## config.mk

```make
export PLATFORM = sky130hd
export DESIGN_NAME = postings_delta_varint_decoder_core
export DESIGN_NICKNAME = d
export VERILOG_FILES = /design/src/design/pdvd_pkg.sv /design/src/design/pdvd_step.sv /design/src/design/postings_delta_varint_decoder_core.sv
export SDC_FILE = /design/constraint.sdc
export NUM_CORES = 1
export LEC_CHECK = 0
export BUFFER_PORTS_ARGS = -buffer_cell sky130_fd_sc_hd__buf_2
export CAP_MARGIN = 10
export CORE_AREA = 10 10 198 200
export CTS_CLUSTER_SIZE = 20
export DETAILED_ROUTE_END_ITERATION = 12
export DIE_AREA = 0 0 208 210
export PLACE_DENSITY_LB_ADDON = 0.15
export REMOVE_ABC_BUFFERS = 1
export SLEW_MARGIN = 20
export SYNTH_ARGS = -nofsm -noshare
export SYNTH_HDL_FRONTEND = slang
export SYNTH_SLANG_ARGS = --single-unit
```

## constraint.sdc

```tcl
create_clock -name clk_i -period 6.7 [get_ports clk_i]
set_input_delay 1.005 -clock clk_i [delete_from_list [all_inputs] [get_ports clk_i]]
set_output_delay 1.005 -clock clk_i [all_outputs]
set_load 0.05 [all_outputs]
```

## src/design/pdvd_pkg.sv

```systemverilog
// Shared types and constants for the postings delta varint decoder.
// No dependencies; imported by pdvd_step, the top level and the testbench.
package pdvd_pkg;

  // parse phase codes
  localparam logic [2:0] PhCount  = 3'd0;
  localparam logic [2:0] PhVarint = 3'd1;
  localparam logic [2:0] PhScore  = 3'd2;
  localparam logic [2:0] PhLength = 3'd3;
  localparam logic [2:0] PhId     = 3'd4;
  localparam logic [2:0] PhDone   = 3'd5;

  // slice status codes
  localparam logic [2:0] StRunning = 3'd0;
  localparam logic [2:0] StAllDone = 3'd1;
  localparam logic [2:0] StBetween = 3'd2;
  localparam logic [2:0] StMid     = 3'd3;
  localparam logic [2:0] StExtra   = 3'd4;

  // varint limits: 7 payload bits per byte, at most five bytes
  localparam logic [7:0] ContBit      = 8'h80;
  localparam logic [2:0] VarintLastIx = 3'd4;

  // widths of the output item
  localparam int unsigned OutDataW = 128;

  // parser state
  typedef struct packed {
    logic [2:0]  phase;
    logic [1:0]  field_byte_count;
    logic [31:0] entry_total;
    logic [31:0] entries_done;
    logic [31:0] running_hash;
    logic [31:0] varint_accum;
    logic [2:0]  varint_count;
    logic [31:0] score_accum;
    logic [15:0] length_accum;
    logic [15:0] id_remaining;
  } pdvd_state_t;

  localparam pdvd_state_t StateReset = '0;

  // one result item
  typedef struct packed {
    logic        id_byte_valid;
    logic [7:0]  id_byte;
    logic        entry_done;
    logic [31:0] doc_hash;
    logic [31:0] score_bits;
    logic [15:0] id_length;
    logic [31:0] entry_number;
    logic [2:0]  slice_status;
  } pdvd_result_t;

endpackage

```

## src/design/pdvd_step.sv

```systemverilog
// Combinational parse step: next parser state and result for one slice byte.
// Depends on pdvd_pkg.
module pdvd_step
  import pdvd_pkg::*;
(
  input  pdvd_state_t  state_i,
  input  logic [7:0]   byte_i,
  input  logic         last_i,
  output pdvd_state_t  state_o,
  output pdvd_result_t result_o
);

  pdvd_state_t  ns;
  pdvd_result_t res;
  logic         at_boundary;
  logic         vld;
  logic         done;
  logic [2:0]   status;
  logic [31:0]  o_hash;
  logic [31:0]  o_score;
  logic [15:0]  o_len;
  logic [31:0]  acc_new;
  logic [15:0]  len_new;
  logic [15:0]  rem_new;
  logic [31:0]  entries_next;
  logic [4:0]   vshift;
  logic         finish;

  // shift of the current varint byte
  always_comb begin
    unique case (state_i.varint_count)
      3'd0:    vshift = 5'd0;
      3'd1:    vshift = 5'd7;
      3'd2:    vshift = 5'd14;
      3'd3:    vshift = 5'd21;
      default: vshift = 5'd28;
    endcase
  end

  assign acc_new      = state_i.varint_accum | (32'(byte_i[6:0]) << vshift);
  assign len_new      = state_i.length_accum
                        | (16'(byte_i) << {state_i.field_byte_count[0], 3'b000});
  assign rem_new      = state_i.id_remaining - 16'(state_i.id_remaining != 16'd0);
  assign entries_next = state_i.entries_done + 32'd1;

  // phase logic
  always_comb begin
    ns          = state_i;
    at_boundary = 1'b0;
    vld         = 1'b0;
    done        = 1'b0;
    finish      = 1'b0;
    status      = StRunning;
    o_hash      = '0;
    o_score     = '0;
    o_len       = '0;
    unique case (state_i.phase)
      PhCount: begin
        ns.entry_total = state_i.entry_total
                         | (32'(byte_i) << {state_i.field_byte_count, 3'b000});
        if (state_i.field_byte_count == 2'd3) begin
          ns.field_byte_count = 2'd0;
          if (ns.entry_total == 32'd0) begin
            ns.phase = PhDone;
            status   = StAllDone;
          end else begin
            ns.phase        = PhVarint;
            ns.varint_accum = '0;
            ns.varint_count = '0;
            ns.score_accum  = '0;
            ns.length_accum = '0;
            ns.id_remaining = '0;
            at_boundary     = 1'b1;
          end
        end else begin
          ns.field_byte_count = state_i.field_byte_count + 2'd1;
        end
      end
      PhVarint: begin
        ns.varint_accum = acc_new;
        ns.varint_count = state_i.varint_count + 3'd1;
        if ((byte_i & ContBit) == 8'd0 || state_i.varint_count == VarintLastIx) begin
          ns.running_hash     = state_i.running_hash + acc_new;
          ns.phase            = PhScore;
          ns.field_byte_count = 2'd0;
        end
      end
      PhScore: begin
        ns.score_accum = state_i.score_accum
                         | (32'(byte_i) << {state_i.field_byte_count, 3'b000});
        if (state_i.field_byte_count == 2'd3) begin
          ns.field_byte_count = 2'd0;
          ns.phase            = PhLength;
        end else begin
          ns.field_byte_count = state_i.field_byte_count + 2'd1;
        end
      end
      PhLength: begin
        ns.length_accum = len_new;
        if (state_i.field_byte_count != 2'd0) begin
          ns.field_byte_count = 2'd0;
          if (len_new == 16'd0) begin
            done    = 1'b1;
            o_hash  = state_i.running_hash;
            o_score = state_i.score_accum;
            finish  = 1'b1;
          end else begin
            ns.id_remaining = len_new;
            ns.phase        = PhId;
          end
        end else begin
          ns.field_byte_count = state_i.field_byte_count + 2'd1;
        end
      end
      PhId: begin
        vld             = 1'b1;
        o_hash          = state_i.running_hash;
        o_score         = state_i.score_accum;
        o_len           = state_i.length_accum;
        ns.id_remaining = rem_new;
        if (rem_new == 16'd0) begin
          done   = 1'b1;
          finish = 1'b1;
        end
      end
      default: begin
        status = StExtra;
      end
    endcase

    // close the entry
    if (finish) begin
      ns.entries_done     = entries_next;
      ns.varint_accum     = '0;
      ns.varint_count     = '0;
      ns.score_accum      = '0;
      ns.length_accum     = '0;
      ns.id_remaining     = '0;
      ns.field_byte_count = '0;
      if (entries_next == state_i.entry_total) begin
        ns.phase = PhDone;
        status   = StAllDone;
      end else begin
        ns.phase    = PhVarint;
        at_boundary = 1'b1;
      end
    end

    // end of slice: report and start over
    if (last_i) begin
      if (status == StRunning) begin
        status = at_boundary ? StBetween : StMid;
      end
      ns = StateReset;
    end
  end

  // result item
  always_comb begin
    res               = '0;
    res.id_byte_valid = vld;
    res.id_byte       = vld ? byte_i : 8'd0;
    res.entry_done    = done;
    res.slice_status  = status;
    if (vld || done) begin
      res.doc_hash     = o_hash;
      res.score_bits   = o_score;
      res.id_length    = o_len;
      res.entry_number = state_i.entries_done;
    end
  end

  assign state_o  = ns;
  assign result_o = res;

endmodule

```

## src/design/postings_delta_varint_decoder_core.sv

```systemverilog
// Top level of the postings delta varint decoder: input register, parser state,
// result register and stream handshakes. Depends on pdvd_pkg and pdvd_step.
//
// Usage:
//   The slave stream carries one slice byte per item in s_axis_tdata, with
//   s_axis_tlast on the final byte of a slice. The master stream returns one
//   item per input byte: m_axis_tuser flags an id byte, m_axis_tlast flags
//   the byte that completes an entry, and m_axis_tdata carries the id byte,
//   doc hash, score bits, id length, entry number and slice status.
//   The byte waits in the input register, then passes the parse step into
//   the result register, which drives m_axis_tvalid.
//   Throughput is one byte per cycle while m_axis_tready stays high; the
//   parse state is updated in the same cycle that the input register hands
//   its byte on, so consecutive bytes flow without bubbles.
//   Reset clears the valid flags of both registers and returns the parser to
//   the count phase.
//   When the receiver holds m_axis_tready low, the result stays in place and
//   the input register fills; s_axis_tready drops only when both are full.
//   The last byte of a slice returns the parser to its reset state.
module postings_delta_varint_decoder_core
  import pdvd_pkg::*;
(
  input  logic                clk_i,
  input  logic                rst_ni,
  input  logic                s_axis_tvalid,
  output logic                s_axis_tready,
  input  logic [7:0]          s_axis_tdata,  // [7:0] data_byte
  input  logic                s_axis_tlast,  // slice_end
  output logic                m_axis_tvalid,
  input  logic                m_axis_tready,
  output logic [OutDataW-1:0] m_axis_tdata,  // [7:0] id_byte, [39:8] doc_hash,
                                             // [71:40] score_bits, [87:72] id_length,
                                             // [119:88] entry_number,
                                             // [122:120] slice_status, rest zero
  output logic                m_axis_tuser,  // id_byte_valid
  output logic                m_axis_tlast   // entry_done
);

  logic         in_valid_q;
  logic [7:0]   in_byte_q;
  logic         in_last_q;
  logic         out_valid_q;
  pdvd_result_t out_q;
  pdvd_state_t  state_q;
  pdvd_state_t  state_d;
  pdvd_result_t result_d;
  logic         out_free;
  logic         advance;
  logic         in_take;

  // handshake control
  assign out_free      = !out_valid_q || m_axis_tready;
  assign advance       = in_valid_q && out_free;
  assign s_axis_tready = !in_valid_q || out_free;
  assign in_take       = s_axis_tvalid && s_axis_tready;

  // input register
  always_ff @(posedge clk_i or negedge rst_ni) begin
    if (!rst_ni) begin
      in_valid_q <= 1'b0;
    end else if (in_take) begin
      in_valid_q <= 1'b1;
    end else if (advance) begin
      in_valid_q <= 1'b0;
    end
  end

  always_ff @(posedge clk_i) begin
    if (in_take) begin
      in_byte_q <= s_axis_tdata;
      in_last_q <= s_axis_tlast;
    end
  end

  // parse step
  pdvd_step u_step (
    .state_i  (state_q),
    .byte_i   (in_byte_q),
    .last_i   (in_last_q),
    .state_o  (state_d),
    .result_o (result_d)
  );

  // parser state
  always_ff @(posedge clk_i or negedge rst_ni) begin
    if (!rst_ni) begin
      state_q <= StateReset;
    end else if (advance) begin
      state_q <= state_d;
    end
  end

  // result register
  always_ff @(posedge clk_i or negedge rst_ni) begin
    if (!rst_ni) begin
      out_valid_q <= 1'b0;
    end else if (out_free) begin
      out_valid_q <= in_valid_q;
    end
  end

  always_ff @(posedge clk_i) begin
    if (advance) begin
      out_q <= result_d;
    end
  end

  // output packing
  assign m_axis_tvalid = out_valid_q;
  assign m_axis_tuser  = out_q.id_byte_valid;
  assign m_axis_tlast  = out_q.entry_done;
  assign m_axis_tdata  = {5'd0, out_q.slice_status, out_q.entry_number, out_q.id_length,
                          out_q.score_bits, out_q.doc_hash, out_q.id_byte};

  // no entry has finished while still counting
  a_count_clean: assert property (@(posedge clk_i) disable iff (!rst_ni)
    state_q.phase == PhCount |-> state_q.entries_done == 32'd0)
    else $error("entries_done nonzero in count phase");

  // varint never runs past five bytes
  a_varint_len: assert property (@(posedge clk_i) disable iff (!rst_ni)
    state_q.phase == PhVarint |-> state_q.varint_count <= VarintLastIx)
    else $error("varint byte count overrun");

  // an id byte is never reported as ignored
  a_id_status: assert property (@(posedge clk_i) disable iff (!rst_ni)
    m_axis_tvalid && m_axis_tuser |-> out_q.slice_status != StExtra)
    else $error("id byte with extra-byte status");

  // a completed entry is never reported as cut off
  a_done_status: assert property (@(posedge clk_i) disable iff (!rst_ni)
    m_axis_tvalid && m_axis_tlast |-> out_q.slice_status != StMid
                                      && out_q.slice_status != StExtra)
    else $error("completed entry with mid-entry status");

  // the parser moves only when a byte leaves the input register
  a_state_hold: assert property (@(posedge clk_i) disable iff (!rst_ni)
    !advance |=> $stable(state_q))
    else $error("parser state changed without a byte");

endmodule

```

==> results of run 1 <==
-- layout make-up --
cell class | count | area (um2) | share of cell area
inverters | 36 | 140 | 0.00712
clock inverters | 20 | 225 | 0.0114
flip-flops and latches | 336 | 9080 | 0.461
clock buffers | 48 | 1010 | 0.0512
well taps | 461 | 577 | 0.0293
repair buffers | 162 | 881 | 0.0448
multi-input cells | 1209 | 7770 | 0.395
-- cell families (layout without fill, tap and decap cells) --
group / after synthesis / in the layout
buf+inv: 153 / 266
fa+ha+maj: 43 / 43
xor+xnor: 63 / 63
other cells: 1 / 5
mux: 15 / 15
compound gates: 481 / 481
flops: 336 / 336
simple gates: 602 / 602
-- cell usage after synthesis (24+ instances only) --
master,count
dfrtp_1,202
nor2_1,160
edfxtp_1,134
and2_1,113
a21oi_1,108
nand2_1,98
o21ai_0,90
clkbuf_1,83
a22o_1,52
a31oi_1,42
ha_1,42
a21o_1,38
and3_1,38
xnor2_1,37
inv_1,34
o31ai_1,33
nor4_1,28
nand3_1,26
nand4_1,26
xor2_1,26
nor3_1,24
-- routing by layer --
layer  vias to the layer above  wire length, um  track usage  part of all wire
met2                       430            22200        0.338              0.47
met3                        76             2670       0.0353             0.056
met4                         0             1240       0.0685             0.026
li1                       6412                -            -                 -
met1                      6729            21200        0.289              0.45
met5                         -                0            0                 0
-- per-stage QoR --
| stage | cells | hold slack (ns) | setup slack, ns |
|---|---|---|---|
| finish | 2272 | 0.457 | 1.22 |
| global route | 2272 | 0.489 | 0.859 |
| CTS | 2272 | 0.479 | 1.30 |
| detailed placement | 2204 | 0.481 | 1.31 |
| global placement | 2204 | 0.468 | 1.43 |
| floorplan | 1581 | 0.450 | -1.36 |
-- state kept, by name, summed over array words and instances, names as in the netlist --
| name | count |
|---|---|
| in_byte_q | 8 |
| in_last_q | 1 |
| in_valid_q | 1 |
| m_axis_tdata | 123 |
| m_axis_tlast | 1 |
| m_axis_tuser | 1 |
| m_axis_tvalid | 1 |
| state_q | 200 |
-- critical path: stages, from the launching register on --
cell,delay [ns]
dfrtp_1,0.49
or4_4,0.58
or2_4,0.26
nor2_1,0.18
nand4_1,0.12
ha_1,0.25
ha_1,0.22
or3b_1,0.34
a21oi_1,0.11
o32a_1,0.31
nor4_1,0.58
a31o_1,0.24
buf_4,0.29
or3_1,0.16
buf_4,0.29
nor2b_4,0.75
nor2_1,0.13
-- cells in the final DEF (no fill, tap or decap), types with 6 or more instances in the layout --
master / count
o41ai_1: 11
nand4_1: 26
dfrtp_1: 202
nand3_1: 26
nor3b_1: 8
clkinv_1: 6
clkinv_2: 6
a31oi_1: 42
a21o_1: 38
o31ai_1: 33
and3_1: 38
nor2b_1: 17
inv_1: 34
ha_1: 42
mux2i_1: 10
nand3b_1: 6
nor2_1: 160
xnor2_1: 37
clkbuf_16: 37
and2_1: 113
o21ai_1: 11
a21oi_1: 108
a211oi_1: 9
buf_2: 138
xor2_1: 26
nor4_1: 25
nand2b_1: 10
o21ai_0: 89
nor3_1: 24
or3_1: 9
or2_2: 7
clkbuf_1: 7
o32a_1: 9
edfxtp_1: 134
o22a_1: 7
and4_1: 6
a22o_1: 52
nand2_1: 98
o21a_1: 15
buf_4: 22
-- report_power, final --
group	total [mW]	internal (mW)	switching [mW]
Sequential	2.67	2.42	0.252
Clock	2.06	1.22	0.838
Combinational	2.78	0.932	1.84
Total	7.51	4.57	2.93
-- worst paths after layout --
| check | cells past startpoint | end |
|---|---|---|
| hold / removal | 1 | state_q[3]$_DFFE_PN0P_ |
| setup reg to reg | 16 | state_q[37]$_DFFE_PN0P_ |
| max in group asynchronous | 2 | state_q[135]$_DFFE_PN0P_ |
| min in group clk_i | 1 | m_axis_tvalid$_DFFE_PN0P_ |
| hold reg to reg | 1 | m_axis_tvalid$_DFFE_PN0P_ |
| setup / recovery | 16 | state_q[37]$_DFFE_PN0P_ |
==> impl_metrics.env, run 1 <==
export IMPL_outcome="finished clean"
export IMPL_syn_avg_cell_area_um2=10.3
export IMPL_wl_um=47300
export IMPL_die_area_um2=43700
export IMPL_r2r_start="state_q[10]$_DFFE_PN0P_"
export IMPL_cts_hold_buf=0
export IMPL_antenna_left=0
export IMPL_core_um2=35200
export IMPL_die_h_um=210
export IMPL_cts_tree="yes"
export IMPL_antenna_cells=0
export IMPL_grt_ovfl_total=0
export IMPL_synth_edff_count=134
export IMPL_pwr_density_cell_nw_per_um2=382
export IMPL_port_buffers=139
export IMPL_fin_crit_sh=0.818
export IMPL_final_area_um2=19700
export IMPL_syn_cell_area_um2=17500
export IMPL_endpoint_kind="flop"
export IMPL_peakVddDrop_v=0.000176
export IMPL_maxSlewViolCount=0
export IMPL_syn2layout_area_growth_pct=12.6
export IMPL_clock_fmax_ghz=0.183
export IMPL_synth_cells=1694
export IMPL_critPathRequiredTime_ns=7.08
export IMPL_hpwl_um=32700
export IMPL_grt_max_degree=84
export IMPL_route_detailed_drc=0
export IMPL_arrival_ns=5.86
export IMPL_clock_root_buffer="clkbuf_16"
export IMPL_htreeDepth=2
export IMPL_fin_setup_tns_ns=0
export IMPL_skew_ns=0.0146
export IMPL_cts_resized=0
export IMPL_vias=13600
export IMPL_pin_count=145
export IMPL_maxCapViolations=0
export IMPL_placed_cell_area_um2=18400
export IMPL_clock_path_buffers=3
export IMPL_clock_sinks=336
export IMPL_synth_top_cell_by_area="dfrtp_1"
export IMPL_final_hold_viol_count=0
export IMPL_synth_adder_area_share=0.0312
export IMPL_die_x_um=208
export IMPL_grtUsageTotal=0.211
export IMPL_critPathKind="flop to flop"
export IMPL_critical_path_max_fanout=34
export IMPL_drive_gt1_frac=0.142
export IMPL_grt_pass1_wl_um=75500
export IMPL_r2r_setup_slack_ns=1.22
export IMPL_gp_congestion=0.933
export IMPL_via_per_inst=6.01
export IMPL_synth_compound_area_share=0.185
export IMPL_clk_latency_ns=0.53
export IMPL_p_total_mw=7.51
export IMPL_grt_setup_unrepaired="no"
export IMPL_hold_class="input port to asynchronous set/reset pin"
export IMPL_core_rowCount=69
export IMPL_ys_seq_area_frac=0.520
export IMPL_synth_area_leaders="dfrtp_1 (29%), edfxtp_1 (23%), and2_1 (4.0%)"
export IMPL_synth_top_area_share=0.289
export IMPL_cts_buffers=37
export IMPL_first_pass_iters=5
export IMPL_post_cts_buffers=0
export IMPL_yosys_warnings=0
export IMPL_slew_limit_headroom=0.206
export IMPL_synth_xor_xnor_area_share=0.0316
export IMPL_drt_iter0_markers=1071
export IMPL_routedWlPerCell_um=20.8
export IMPL_finalSetupViolations=0
export IMPL_worst_pin_slew_ns=1.17
export IMPL_fin_crit_ns=5.48
export IMPL_synthFlopType="dfrtp_1"
export IMPL_grt_pass1_vias=13200
export IMPL_synth_distinct_cells=88
export IMPL_start_kind="flop"
export IMPL_antenna_found_initial=0
export IMPL_synthSimpleGateAreaFrac=0.183
export IMPL_p_leak_nw=8.75
export IMPL_synth_ff_latch_count=336
export IMPL_synth_top_family_by_area="compound AO/OA/AOI/OAI gates"
export IMPL_start_util=0.496
export IMPL_startpoint="state_q[10]$_DFFE_PN0P_"
export IMPL_post_route_util=0.559
export IMPL_path_clk_slew_ns=0.06
export IMPL_fillers=3130
export IMPL_synth_mux_area_frac=0.00960
export IMPL_async_reset_ff_frac=0.601
export IMPL_nets=1838
No activity file was read; power rests on OpenSTA's default activity.
==> inputs of run 2 (changes only) <==
- clock period: 6.7 -> 5.22 ns (I/O delays scaled with it)
==> impl_metrics.env, run 2 (same netlist as run 1, synthesis figures left out) <==
export IMPL_start_kind="flop"
export IMPL_post_route_util=0.560
export IMPL_clock_sinks=336
export IMPL_r2r_setup_slack_ns=0.41
export IMPL_critPathKind="flop to flop"
export IMPL_maxCapViolations=0
export IMPL_multi_input_area_um2=7760
export IMPL_outcome="finished clean"
export IMPL_clkPwrFrac=0.262
export IMPL_wl_um=47400
export IMPL_die_area_um2=43700
export IMPL_largest_reg_flops=200
export IMPL_regArea_um2=9080
export IMPL_critical_path_max_fanout=8
export IMPL_grt_ovfl_total=0
export IMPL_vias=13700
export IMPL_skew_ns=0.0206
export IMPL_path_buf_inv=1
export IMPL_route_detailed_drc=0
export IMPL_final_common_cell="dfrtp_1"
export IMPL_gp_congestion=0.905
export IMPL_die_x_um=208
export IMPL_crit_path_top_delay_cell="dfrtp_1"
export IMPL_worst_pin_slew_ns=1.02
export IMPL_core_um2=35200
export IMPL_hpwl_um=32500
export IMPL_antenna_cells=0
export IMPL_via_per_inst=5.98
export IMPL_slowest_delay_ns=0.47
export IMPL_crit_chain="inv_1 > ha_1 > nor2_2 > mux2_2 > a21oi_1 > nor2_1 > nand2_1 > nand2_1 > a31o_2 > ha_1 > a2111oi_0 > o21ai_0 > a32oi_2 > o211ai_1 > a211oi_1 > o31ai_1 > xor2_1 > a22o_1"
export IMPL_hold_class="input port to asynchronous set/reset pin"
export IMPL_nets=1852
export IMPL_arrival_ns=5.23
export IMPL_cts_resized=0
export IMPL_endpoint_kind="flop"
export IMPL_post_cts_buffers=0
export IMPL_clock_path_buffers=3
export IMPL_htreeDepth=2
export IMPL_intPower_mw=5.80
export IMPL_peakVddDrop_v=0.000258
export IMPL_cts_tree="yes"
export IMPL_drt_iter0_markers=1156
export IMPL_power_net_switching_mw=3.76
export IMPL_seq_power_share=0.358
export IMPL_cp_top_family="compound AO/OA/AOI/OAI gates"
export IMPL_startpoint="state_q[64]$_DFFE_PN0P_"
export IMPL_first_pass_iters=5
export IMPL_fin_setup_tns_ns=0
export IMPL_routedWlPerCell_um=20.7
export IMPL_port_buffers=139
export IMPL_clock_root_buffer="clkbuf_16"
export IMPL_pwr_density_cell_nw_per_um2=485
export IMPL_die_h_um=210
export IMPL_start_util=0.496
export IMPL_pin_count=145
export IMPL_worstSetupEndpoint="state_q[125]$_DFFE_PN0P_"
export IMPL_r2r_cells=18
export IMPL_clock_fmax_ghz=0.208
export IMPL_grtUsageTotal=0.210
export IMPL_path_depth=18
export IMPL_antenna_left=0
export IMPL_holdWs_ns=0.290
export IMPL_fin_crit_sh=0.922
export IMPL_antenna_found_initial=0
export IMPL_top_register="state_q"
export IMPL_cts_buffers=37
export IMPL_combinationalPowerShare=0.380
export IMPL_path_clk_slew_ns=0.06
export IMPL_critPathRequiredTime_ns=5.63
export IMPL_placed_cell_area_um2=18600
export IMPL_r2r_end="state_q[125]$_DFFE_PN0P_"
export IMPL_fin_crit_ns=4.81
export IMPL_p_leak_nw=8.79
export IMPL_drive_gt1_frac=0.145
export IMPL_grt_max_degree=115
export IMPL_clk_latency_ns=0.53
export IMPL_grt_pass1_vias=13100
export IMPL_syn2layout_area_growth_pct=12.9
export IMPL_core_rowCount=69
export IMPL_cts_hold_buf=0
export IMPL_finalSetupViolations=0
export IMPL_r2r_start="state_q[64]$_DFFE_PN0P_"
export IMPL_fillers=3105
export IMPL_final_hold_viol_count=0
export IMPL_grt_pass1_wl_um=75400
export IMPL_p_total_mw=9.56
export IMPL_p_sw_frac=0.393
export IMPL_slew_limit_headroom=0.317
export IMPL_maxSlewViolCount=0
export IMPL_final_area_um2=19700
export IMPL_final_cell_mix="dfrtp_1 (202), nor2_1 (158), buf_2 (138)"
## run 2: changes by cell type in the layout (fill, tap and decap cells not counted), moves of 3 or more
| cell | change |
|---|---|
| buf_4 | +12 |
| clkbuf_1 | +12 |
| clkinv_1 | -4 |
| buf_12 | +3 |
| bufinv_16 | -3 |
| clkinv_2 | -3 |
## run 2: area by class of cell
cell class | instances | area share
multi-input cells | 1209 | 0.393
well taps | 461 | 0.0292
flip-flops and latches | 336 | 0.460
clock inverters | 8 | 0.00374
repair buffers | 176 | 0.0517
inverters | 36 | 0.00710
clock buffers | 60 | 0.0545
## run 2: worst min-delay path by stage
stage,startpoint,end,slack [ns],cells after the start
floorplan,state_q[98]$_DFFE_PN0P_,state_q[98]$_DFFE_PN0P_,0.45,2
global placement,in_valid_q$_DFFE_PN0P_,m_axis_tvalid$_DFFE_PN0P_,0.46,1
detailed placement,state_q[42]$_DFFE_PN0P_,state_q[42]$_DFFE_PN0P_,0.48,2
CTS,rst_ni,state_q[1]$_DFFE_PN0P_,0.35,1
global route,rst_ni,state_q[1]$_DFFE_PN0P_,0.35,1
finish,rst_ni,state_q[1]$_DFFE_PN0P_,0.29,1
## run 2: per-layer routing
metal | GRT usage | part of all wire | vias to the layer above
li1 | - | - | 6439
met1 | 0.288 | 0.44 | 6728
met2 | 0.338 | 0.47 | 432
met3 | 0.0334 | 0.059 | 76
met4 | 0.0652 | 0.026 | 0
met5 | 0 | 0 | -
## run 2: power groups by stage
stage / Combinational [mW] / Sequential (mW) / Clock, mW
final: 3.63 / 3.42 / 2.51
after detailed placement: 3.56 / 3.46 / 0
after floorplan: 2.31 / 3.65 / 0
after global placement: 3.51 / 3.45 / 0
after CTS: 3.58 / 3.41 / 2.56
after global routing: 3.99 / 3.46 / 2.66
## run 2: metrics by stage
| step | worst slack (ns) | std cells |
|---|---|---|
| 2_1_floorplan | -2.62 | 1581 |
| 3_3_place_gp | 0.361 | 2218 |
| 3_5_place_dp | 0.149 | 2218 |
| 4_1_cts | 0.142 | 2286 |
| 5_1_grt | -0.0136 | 2286 |
| 6_report | 0.407 | 2286 |
